--- config.mk ---
export PLATFORM = sky130hd
export DESIGN_NAME = button_edge_and_auto_repeat
export DESIGN_NICKNAME = d
export VERILOG_FILES = /design/src/sv/baar_pkg.sv /design/src/sv/button_edge_and_auto_repeat.sv
export SDC_FILE = /design/constraint.sdc
export NUM_CORES = 2
export LEC_CHECK = 0
export ABC_AREA = 1
export BUFFER_PORTS_ARGS = -buffer_cell sky130_fd_sc_hd__buf_2
export CORE_MARGIN = 2
export CORE_UTILIZATION = 55
export CTS_BUF_LIST = sky130_fd_sc_hd__clkbuf_4
export CTS_CLUSTER_SIZE = 30
export DETAILED_ROUTE_END_ITERATION = 6
export GPL_ROUTABILITY_DRIVEN = 0
export PLACE_DENSITY_LB_ADDON = 0.12
export SKIP_LAST_GASP = 1
export SLEW_MARGIN = 20
export SYNTH_ARGS = -nofsm -noshare
export SYNTH_HDL_FRONTEND = slang
export SYNTH_SLANG_ARGS = --single-unit
--- constraint.sdc ---
create_clock -name clk -period 5.5 [get_ports clk]
set_clock_uncertainty 0.2 [all_clocks]
set_input_delay 0.275 -clock clk [delete_from_list [all_inputs] [get_ports clk]]
set_output_delay 0.275 -clock clk [all_outputs]
set_load 0.02 [all_outputs]
--- src/sv/baar_pkg.sv ---
package baar_pkg;

    // fixed field widths
    localparam int BTN_W = 24;
    localparam int CFG_W = 16;
    localparam int CFG_IDX_W = 1;

    // configuration register indexes
    typedef enum logic [CFG_IDX_W-1:0] {
        REG_REPEAT_DELAY    = 1'b0,
        REG_REPEAT_INTERVAL = 1'b1
    } cfg_reg_t;

    // one result word, levels in the lowest bits
    typedef struct packed {
        logic [BTN_W-1:0] repeat_pulse;
        logic [BTN_W-1:0] released;
        logic [BTN_W-1:0] pressed;
        logic [BTN_W-1:0] levels;
    } result_t;

endpackage

--- src/sv/button_edge_and_auto_repeat.sv ---
// Button edge detector with typematic auto-repeat. Each input word is one
// polled frame of 24 button levels (1 = down). For every frame the block
// returns the levels, the buttons pressed and released since the previous
// frame, and auto-repeat pulses: a held button pulses on the press frame,
// again once its hold counter exceeds repeat_delay, and after that each
// time the counter exceeds repeat_interval; releasing it clears its repeat
// state. Hold counters are COUNT_BITS wide and saturate, so a register at
// or above the counter maximum disables that repeat stage. Buttons at or
// above NUM_BUTTONS (and any above 24) never repeat. Rate: one frame per
// clock cycle, sustained while downstream accepts results; each button
// has its own counter and compare logic, all evaluated in parallel in the
// cycle a frame moves from the input register to the result register. A
// frame is registered in the input register, then in the result register,
// from which it leaves. The input register can still take one frame while
// a finished result waits for downstream. Write repeat_delay (index 0) and
// repeat_interval (index 1) only while no frame is in flight.
module button_edge_and_auto_repeat #(
    parameter int NUM_BUTTONS = 24,
    parameter int COUNT_BITS  = 16
) (
    input  logic                            clk,
    input  logic                            rst_n,
    // configuration writes
    input  logic                            cfg_we,
    input  logic [baar_pkg::CFG_IDX_W-1:0]  cfg_addr,
    input  logic [baar_pkg::CFG_W-1:0]      cfg_wdata,
    // frame input
    input  logic                            s_tvalid,
    output logic                            s_tready,
    input  logic [23:0]                     s_tdata,   // buttons[23:0]
    // result output
    output logic                            m_tvalid,
    input  logic                            m_tready,
    output logic [95:0]                     m_tdata    // levels[23:0], pressed[47:24],
                                                       // released[71:48], repeat_pulse[95:72]
);

    // buttons that actually have counters
    localparam int ACTIVE = (NUM_BUTTONS < baar_pkg::BTN_W) ? NUM_BUTTONS : baar_pkg::BTN_W;
    localparam logic [COUNT_BITS-1:0] CNT_MAX = {COUNT_BITS{1'b1}};
    localparam logic [baar_pkg::BTN_W-1:0] ACTIVE_MASK = baar_pkg::BTN_W'({ACTIVE{1'b1}});

    // configuration registers
    logic [baar_pkg::CFG_W-1:0] delay_reg;
    logic [baar_pkg::CFG_W-1:0] interval_reg;

    // input stage
    logic                       in_valid_reg;
    logic [baar_pkg::BTN_W-1:0] in_data_reg;

    // per-button state
    logic [baar_pkg::BTN_W-1:0] prev_reg;
    logic [baar_pkg::BTN_W-1:0] mode_reg;
    logic [baar_pkg::BTN_W-1:0] mode_next;
    logic [COUNT_BITS-1:0]      cnt_reg  [ACTIVE];
    logic [COUNT_BITS-1:0]      cnt_next [ACTIVE];

    // result stage
    logic                       out_valid_reg;
    baar_pkg::result_t          out_reg;
    baar_pkg::result_t          out_next;

    logic [baar_pkg::BTN_W-1:0] rise;
    logic [baar_pkg::BTN_W-1:0] pulse;
    logic                       advance;

    // the input stage moves on when the result register is free or draining
    assign advance  = in_valid_reg && (!out_valid_reg || m_tready);
    assign s_tready = !in_valid_reg || advance;
    assign m_tvalid = out_valid_reg;
    assign m_tdata  = out_reg;

    assign rise = in_data_reg & ~prev_reg;

    // per-button repeat logic
    genvar j;
    generate
        for (j = 0; j < ACTIVE; j++) begin : g_btn
            logic                       fire_interval;
            logic                       fire_delay;
            logic [COUNT_BITS-1:0]      cnt_mid;

            assign fire_interval = baar_pkg::CFG_W'(cnt_reg[j]) > interval_reg;
            assign fire_delay    = baar_pkg::CFG_W'(cnt_reg[j]) > delay_reg;

            always_comb
            begin
                cnt_mid      = cnt_reg[j];
                pulse[j]     = 1'b0;
                mode_next[j] = mode_reg[j];
                if (in_data_reg[j])
                begin
                    if (mode_reg[j])
                    begin
                        if (fire_interval)
                        begin
                            pulse[j] = 1'b1;
                            cnt_mid  = '0;
                        end
                    end
                    else if (fire_delay)
                    begin
                        pulse[j]     = 1'b1;
                        mode_next[j] = 1'b1;
                        cnt_mid      = '0;
                    end
                    else
                    begin
                        pulse[j] = rise[j];
                    end
                    // saturating count of held frames
                    cnt_next[j] = (cnt_mid == CNT_MAX) ? cnt_mid : cnt_mid + 1'b1;
                end
                else
                begin
                    cnt_next[j]  = '0;
                    mode_next[j] = 1'b0;
                end
            end

            always_ff @(posedge clk or negedge rst_n)
            begin
                if (!rst_n)
                begin
                    cnt_reg[j] <= '0;
                end
                else if (advance)
                begin
                    cnt_reg[j] <= cnt_next[j];
                end
            end
        end

        // buttons without counters never repeat
        for (j = ACTIVE; j < baar_pkg::BTN_W; j++) begin : g_idle
            assign pulse[j]     = 1'b0;
            assign mode_next[j] = 1'b0;
        end
    endgenerate

    always_comb
    begin
        out_next.levels       = in_data_reg;
        out_next.pressed      = rise;
        out_next.released     = ~in_data_reg & prev_reg;
        out_next.repeat_pulse = pulse;
    end

    // configuration
    always_ff @(posedge clk or negedge rst_n)
    begin
        if (!rst_n)
        begin
            delay_reg    <= '0;
            interval_reg <= '0;
        end
        else if (cfg_we)
        begin
            case (baar_pkg::cfg_reg_t'(cfg_addr))
                baar_pkg::REG_REPEAT_DELAY:    delay_reg    <= cfg_wdata;
                baar_pkg::REG_REPEAT_INTERVAL: interval_reg <= cfg_wdata;
                default: ;
            endcase
        end
    end

    // input stage, frame state and result stage
    always_ff @(posedge clk or negedge rst_n)
    begin
        if (!rst_n)
        begin
            in_valid_reg  <= 1'b0;
            out_valid_reg <= 1'b0;
            prev_reg      <= '0;
            mode_reg      <= '0;
        end
        else
        begin
            if (s_tvalid && s_tready)
            begin
                in_valid_reg <= 1'b1;
            end
            else if (advance)
            begin
                in_valid_reg <= 1'b0;
            end

            if (advance)
            begin
                out_valid_reg <= 1'b1;
                prev_reg      <= in_data_reg;
                mode_reg      <= mode_next;
            end
            else if (m_tready)
            begin
                out_valid_reg <= 1'b0;
            end
        end
    end

    always_ff @(posedge clk)
    begin
        if (s_tvalid && s_tready)
        begin
            in_data_reg <= s_tdata;
        end
        if (advance)
        begin
            out_reg <= out_next;
        end
    end

    // repeat mode only survives on buttons still held
    assert property (@(posedge clk) disable iff (!rst_n)
        (mode_reg & ~prev_reg) == '0)
        else $error("repeat mode set on a released button");

    // a result never reports a pulse on a button that is up
    assert property (@(posedge clk) disable iff (!rst_n)
        out_valid_reg |-> ((out_reg.repeat_pulse & ~out_reg.levels) == '0))
        else $error("repeat pulse on a button that is up");

    // every press on a button that has a counter produces a pulse
    assert property (@(posedge clk) disable iff (!rst_n)
        out_valid_reg |-> ((out_reg.pressed & ~out_reg.repeat_pulse & ACTIVE_MASK) == '0))
        else $error("press without a repeat pulse");

    // consecutive results chain their edges through the previous levels
    assert property (@(posedge clk) disable iff (!rst_n)
        advance |=> (out_reg.pressed == (out_reg.levels & ~$past(prev_reg))))
        else $error("pressed does not match the stored levels");

endmodule
Word-level counts from Yosys, hierarchy flattened
Cells that the tools add are included.
{ "totals": {"reg_bits": 586, "in_bits": 46, "output_inout_bits": 98, "wordCells": 461} }
{ "classes": {"n_addsub": 24, "order_cmp": 48, "eq_ne": 24, "n_mux": 292, "bitwise": 5, "reduce_logical": 10} }
{ "op_table": {"columns": ["op", "count"], "rows": [
  ["two-way mux 16 bit", 144],
  ["greater-than comparator 16 bit", 48],
  ["adder 16 x 1 -> 16 bit (second input constant)", 24],
  ["== test 16 bit (second input constant)", 24],
  ["two-way mux 1 bit", 148],
  ["AND 24 bit", 2],
  ["inverter 24 bit", 2],
  ["AND reduction 2 bit", 2],
  ["nonzero test 2 bit", 2],
  ["logical AND 1 bit", 2],
  ["zero test 1 bit", 2],
  ["logical OR 1 bit", 2],
  ["inverter 1 bit", 1]
]} }

Logic depth before layout (Yosys ltp)
{ "depth": {"word_depth": 7, "ltp_mapped": 30, "depth_no_buf": 28} }

Worst setup path after synthesis
Ideal clock, no wire load.
{ "synth_timing": {"path_kind": "reg-to-reg", "start": "reg out_valid_reg, in the netlist m_tvalid", "end": "reg out_reg (netlist bit m_tdata[0]), enable pin", "setup_time_ps": 498, "arrival_time_ps": 3902, "required_time_ps": 4802, "slack_ps": 900, "path_stages_with_launch": 6, "path_buffers": 2, "synth_period_minus_slack_ps": 4600, "cell_sequence": "dfrtp_1 nand2_1 nand2_1 inv_1 clkbuf_1 clkbuf_1"} }
{ "synth_between": {"elab_chain_cells": 3} }
{ "synth_rtl": {"columns": ["element", "line", "source"], "rows": [
  ["start, declared", "button_edge_and_auto_repeat.sv:59", "logic out_valid_reg;"],
  ["start signal, assigned", "button_edge_and_auto_repeat.sv:173", "out_valid_reg <= 1'b0;"],
  ["start signal, assigned", "button_edge_and_auto_repeat.sv:190", "out_valid_reg <= 1'b1;"],
  ["start signal, assigned", "button_edge_and_auto_repeat.sv:196", "out_valid_reg <= 1'b0;"],
  ["zero test 1 bit", "button_edge_and_auto_repeat.sv:68", "assign advance = in_valid_reg && (!out_valid_reg || m_tready);"],
  ["logical OR 1 bit", "button_edge_and_auto_repeat.sv:68", null],
  ["logical AND 1 bit", "button_edge_and_auto_repeat.sv:68", null],
  ["via advance", "button_edge_and_auto_repeat.sv:65", "logic advance;"],
  ["end signal, assigned", "button_edge_and_auto_repeat.sv:209", "out_reg <= out_next;"],
  ["end, declared", "button_edge_and_auto_repeat.sv:60", "baar_pkg::result_t out_reg;"]
]} }
The timed path passes the listed nets, and every way through them passes these cells.
A chain may end at the register's enable or synchronous reset.

Final worst setup path
{ "layout_timing": {"start": "reg delay_reg[0] (netlist name)", "end": "reg cnt_reg[16] (netlist name)"} }
{ "layout_between": {"elab_chain_cells": 7, "word_cells_on_any_way": 8, "classes_between": "add/sub (1); order compare (1); eq/ne (1); mux (5)"} }
{ "layout_rtl": {"columns": ["element", "line", "source"], "rows": [
  ["start, declared", "button_edge_and_auto_repeat.sv:44", "logic [baar_pkg::CFG_W-1:0] delay_reg;"],
  ["start signal, assigned", "button_edge_and_auto_repeat.sv:160", "baar_pkg::REG_REPEAT_DELAY: delay_reg <= cfg_wdata;"],
  ["greater-than comparator 16 bit *", "button_edge_and_auto_repeat.sv:84", "assign fire_delay = baar_pkg::CFG_W'(cnt_reg[j]) > delay_reg;"],
  ["two-way mux 16 bit *", "button_edge_and_auto_repeat.sv:101", "else if (fire_delay)"],
  ["two-way mux 16 bit *", "button_edge_and_auto_repeat.sv:93", "if (mode_reg[j])"],
  ["two-way mux 16 bit *", "button_edge_and_auto_repeat.sv:91", "if (in_data_reg[j])"],
  ["adder 16 x 1 -> 16 bit or == test 16 bit (tied branches)", "button_edge_and_auto_repeat.sv:112", "cnt_next[j] = (cnt_mid == CNT_MAX) ? cnt_mid : cnt_mid + 1'b1;"],
  ["two-way mux 16 bit *", "button_edge_and_auto_repeat.sv:112", null],
  ["two-way mux 16 bit *", "button_edge_and_auto_repeat.sv:91", null],
  ["end signal, assigned by index", "button_edge_and_auto_repeat.sv:129", "cnt_reg[j] <= cnt_next[j];"],
  ["end, declared", "button_edge_and_auto_repeat.sv:55", "logic [COUNT_BITS-1:0] cnt_reg [ACTIVE];"]
]} }
Every way passes the cells marked *; elsewhere a longest branch is shown, timed or not. The select of a mux whose other input is x is not followed.

==> metrics.md <==
| Metric | Value |
|---|---|
| # resized after CTS | 0 |
| Share of layout cells above drive strength 1 | 0.101 |
| Largest register FFs | 384 |
| Die Span Y | 319 um |
| Final nets | 9108 |
| DP HPWL | 117000 um |
| Slew headroom | 0.237 |
| Fin crit period | 4.75 ns |
| # Max-Cap Violations | 0 |
| CTS tree | yes |
| Flop-to-flop setup slack | 0.75 ns |
| Setup repair after global routing missed its margin | no |
| Initial antenna violation count | 7 |
| DR WL/cell | 17.2 um |
| Sink Count | 586 |
| Critical-path top delay cell | dfrtp_2 |
| Clk slew on worst S/H paths | 0.09 ns |
| Hold Buf Count CTS | 95 |
| Fillers | 9258 |
| Initial drt markers | 4193 |
| Starting Density | 0.555 |
| Status | finished with violations |
| Crit Path Category | register to register |
| Crit-path cells | buf_4 > ha_1 > o21bai_1 > nand2_1 > nand2_1 > nand2_1 > nand2_1 > nand2_1 > nand2_1 > nand2_1 > nand2_1 > nand2_2 > inv_1 > nor2_1 > ha_1 > nand2_1 > nand3b_1 > inv_1 > nand2_1 > inv_1 > nand2_1 > nand2_1 > nand3_1 > o21ai_0 |
| Power per Cell Area | 238 mW/mm2 |
| Failing checks | design-rule violations |
| Nature of the critical path endpoint | register |
| First-pass GRT wire length | 266000 um |
| Critical path arrival | 5.54 ns |
| Syn avg cell area | 6.90 um2 |
| Number of synthesized register bits | 586 |
| Hold Vio Cnt, Final | 0 |
| Most used cell, CP | nand2_1 |
| Worst-skew pair later-pin latency | 1.16 ns |
| Slew Viols, Final | 0 |
| Hold WC Path Type | input port to register |
| Yosys cell types | 47 |
| Delay-heaviest family, CP | simple AND/OR/NAND/NOR gates |
| Final Total Pwr | 14.3 mW |
| Setup TNS | 0 ns |
| Crit path launch | delay_reg[0] |
| Setup bufs post-CTS | 0 |
| Final Non-Filler Cells | 9706 |
| Worst-case reg-to-reg path depth | 24 |
| Final setup fails | 0 |
| Peak supply drop | 0.257 mV |
| Static Leak | 33.1 nW |
| Final period utilization | 0.864 |
| Worst Max-Slew Pin Slew | 1.14 ns |
| I/O pin count | 144 |
| Max Freq | 0.211 GHz |
| Area leader, netlist | dfrtp_1 |
| Synthesized cell area | 0.0547 mm2 |
| Core box area | 0.0986 mm2 |
| CP startpoint kind | register |
| Worst EP required | 6.29 ns |
| Layout area overhead | 9.68% |
| H-Tree Depth | 4 |
| R2r startpoint | delay_reg[0] |
| Sequential element share of the synthesized area | 0.279 |
| Final Util | 0.609 |
| IO buf count | 143 |
| WL final | 167000 um |
| Placed cell count | 9291 |
| GRT Total Usage | 0.326 |
| TritonCTS Buffers | 169 |
| Total nets after synthesis | 8772 |
| Crit path depth | 24 |
| Worst path max stage delay | 1.12 ns |
| Deepest clock path buffer count | 3 |
| Yosys warnings | 0 |
| Largest net degree at the start of global routing | 137 |
| Worst r2r dst | cnt_reg[16] |
| Die area | 0.102 mm2 |
| First drt pass iteration count | 7 |
| GR Overflow Total | 0 |
| Vias per inst | 5.54 |
| Vias in the first global route | 50200 |
| Worst-path fanout max | 27 |
| Top cell type's share of synthesized area | 0.213 |
| Top cells by area, synth | dfrtp_1 21%, nand2_1 19%, ha_1 18% |
| Vias | 53800 |
| Cell row count | 115 |
| Clock root buffer master | clkbuf_4 |
| Antenna Nets Post-Route | 0 |
| DRC errors left | 1 |
| Cells after synthesis | 7934 |
| Chip width | 319 um |
| CP bufs+invs | 4 |
| Crit path capture | cnt_reg[16] |
-- layer usage --
layer	up-vias	wire, um	global-route usage
met2	1864	75000	0.527
met5	-	0	0
met3	492	11800	0.0489
li1	26600	-	-
met1	24800	71800	0.425
met4	0	8650	0.162
-- cells by family (layout without fill, tap and decap cells) --
group	after synthesis	after routing	synth area share
xor gates and xnor gates	165	165	0.0264
AOI/OAI and AO/OA	718	718	0.0691
adders and majority gates	792	792	0.181
DFF	586	586	0.279
and+or+nand+nor	4666	4666	0.368
other	0	10	0
buffers and inverters	1007	1482	0.0767
-- final cells by class --
type,count,area (um2),share of cell area
inverter,856,3220,0.0536
timing repair buffer,316,2410,0.0402
clock inverter,60,319,0.00531
sequential,586,15300,0.254
antenna,10,25.0,0.000417
clock buffer,250,1880,0.0313
tap,1287,1610,0.0268
multi-input combinational,6341,35300,0.588
-- placed cells by master, fill, tap and decap left out, types with 13 or more instances in the layout --
| cell type | instances |
|---|---|
| nand2_1 | 2805 |
| ha_1 | 792 |
| inv_1 | 780 |
| nor2_1 | 767 |
| nand3_1 | 592 |
| dfrtp_1 | 464 |
| a21oi_1 | 365 |
| clkbuf_4 | 250 |
| o21ai_0 | 219 |
| buf_2 | 143 |
| nand4_1 | 136 |
| edfxtp_1 | 120 |
| xor2_1 | 108 |
| dlygate4sd3_1 | 93 |
| nor2_2 | 78 |
| inv_2 | 75 |
| buf_4 | 67 |
| nand2_2 | 59 |
| o21ai_1 | 58 |
| xnor2_1 | 57 |
| nor3_1 | 47 |
| nand3_2 | 45 |
| nor3_2 | 42 |
| nand3b_1 | 39 |
| clkinv_1 | 39 |
| a21o_1 | 36 |
| o21bai_1 | 21 |
| nor2_4 | 20 |
| nand2_4 | 14 |
| clkinv_2 | 13 |
-- worst min path at each step --
stage / endpoint / startpoint / slack (ns) / depth (start not counted)
floorplan: cnt_reg[0] / rst_n / -0.22 / 0
global placement: cnt_reg[340] / rst_n / 0.06 / 1
detailed placement: cnt_reg[340] / rst_n / 0.06 / 1
CTS: in_data_reg[7] / s_tdata[7] / 0.06 / 3
global route: in_data_reg[7] / s_tdata[7] / 0.13 / 3
finish: in_data_reg[16] / s_tdata[16] / 0.16 / 3
-- cells in the mapped netlist (all sizes together) --
cell        n
edfxtp    120
inv       852
and3        2
o2bb2ai     1
xor2      108
nand2    2878
nor2      865
xnor2      57
ha        792
nand3b     41
nor4        1
and2        1
o21a       12
a21oi     365
nand3     639
clkinv      4
dfrtp     466
nor3       93
nand4     146
o211ai      1
o22ai       2
o21ai     279
a21o       36
clkbuf     70
o21bai     21
a31oi       1
buf        81
-- tightest hold or removal path, stage by stage --
cell and delay, ns:
dlygate4sd3_1 0.51, buf_2 0.09, dlygate4sd3_1 0.53
-- through the flow --
stage                     hold WS [ns]  setup WS [ns]  instance area, um2
after floorplan                 -0.221          0.900               54700
after global placement          0.0576          0.866               56800
after detailed placement        0.0626          0.820               56800
after CTS                       0.0635          0.835               60000
after global routing             0.129          0.289               60000
final                            0.155          0.750               60000
-- where the power goes --
| group | internal, mW | switching (mW) |
|---|---|---|
| sequential | 4.88 | 0.454 |
| combinational | 1.51 | 3.16 |
| clock | 2.18 | 2.08 |
Power figures use the tool's default switching activity.
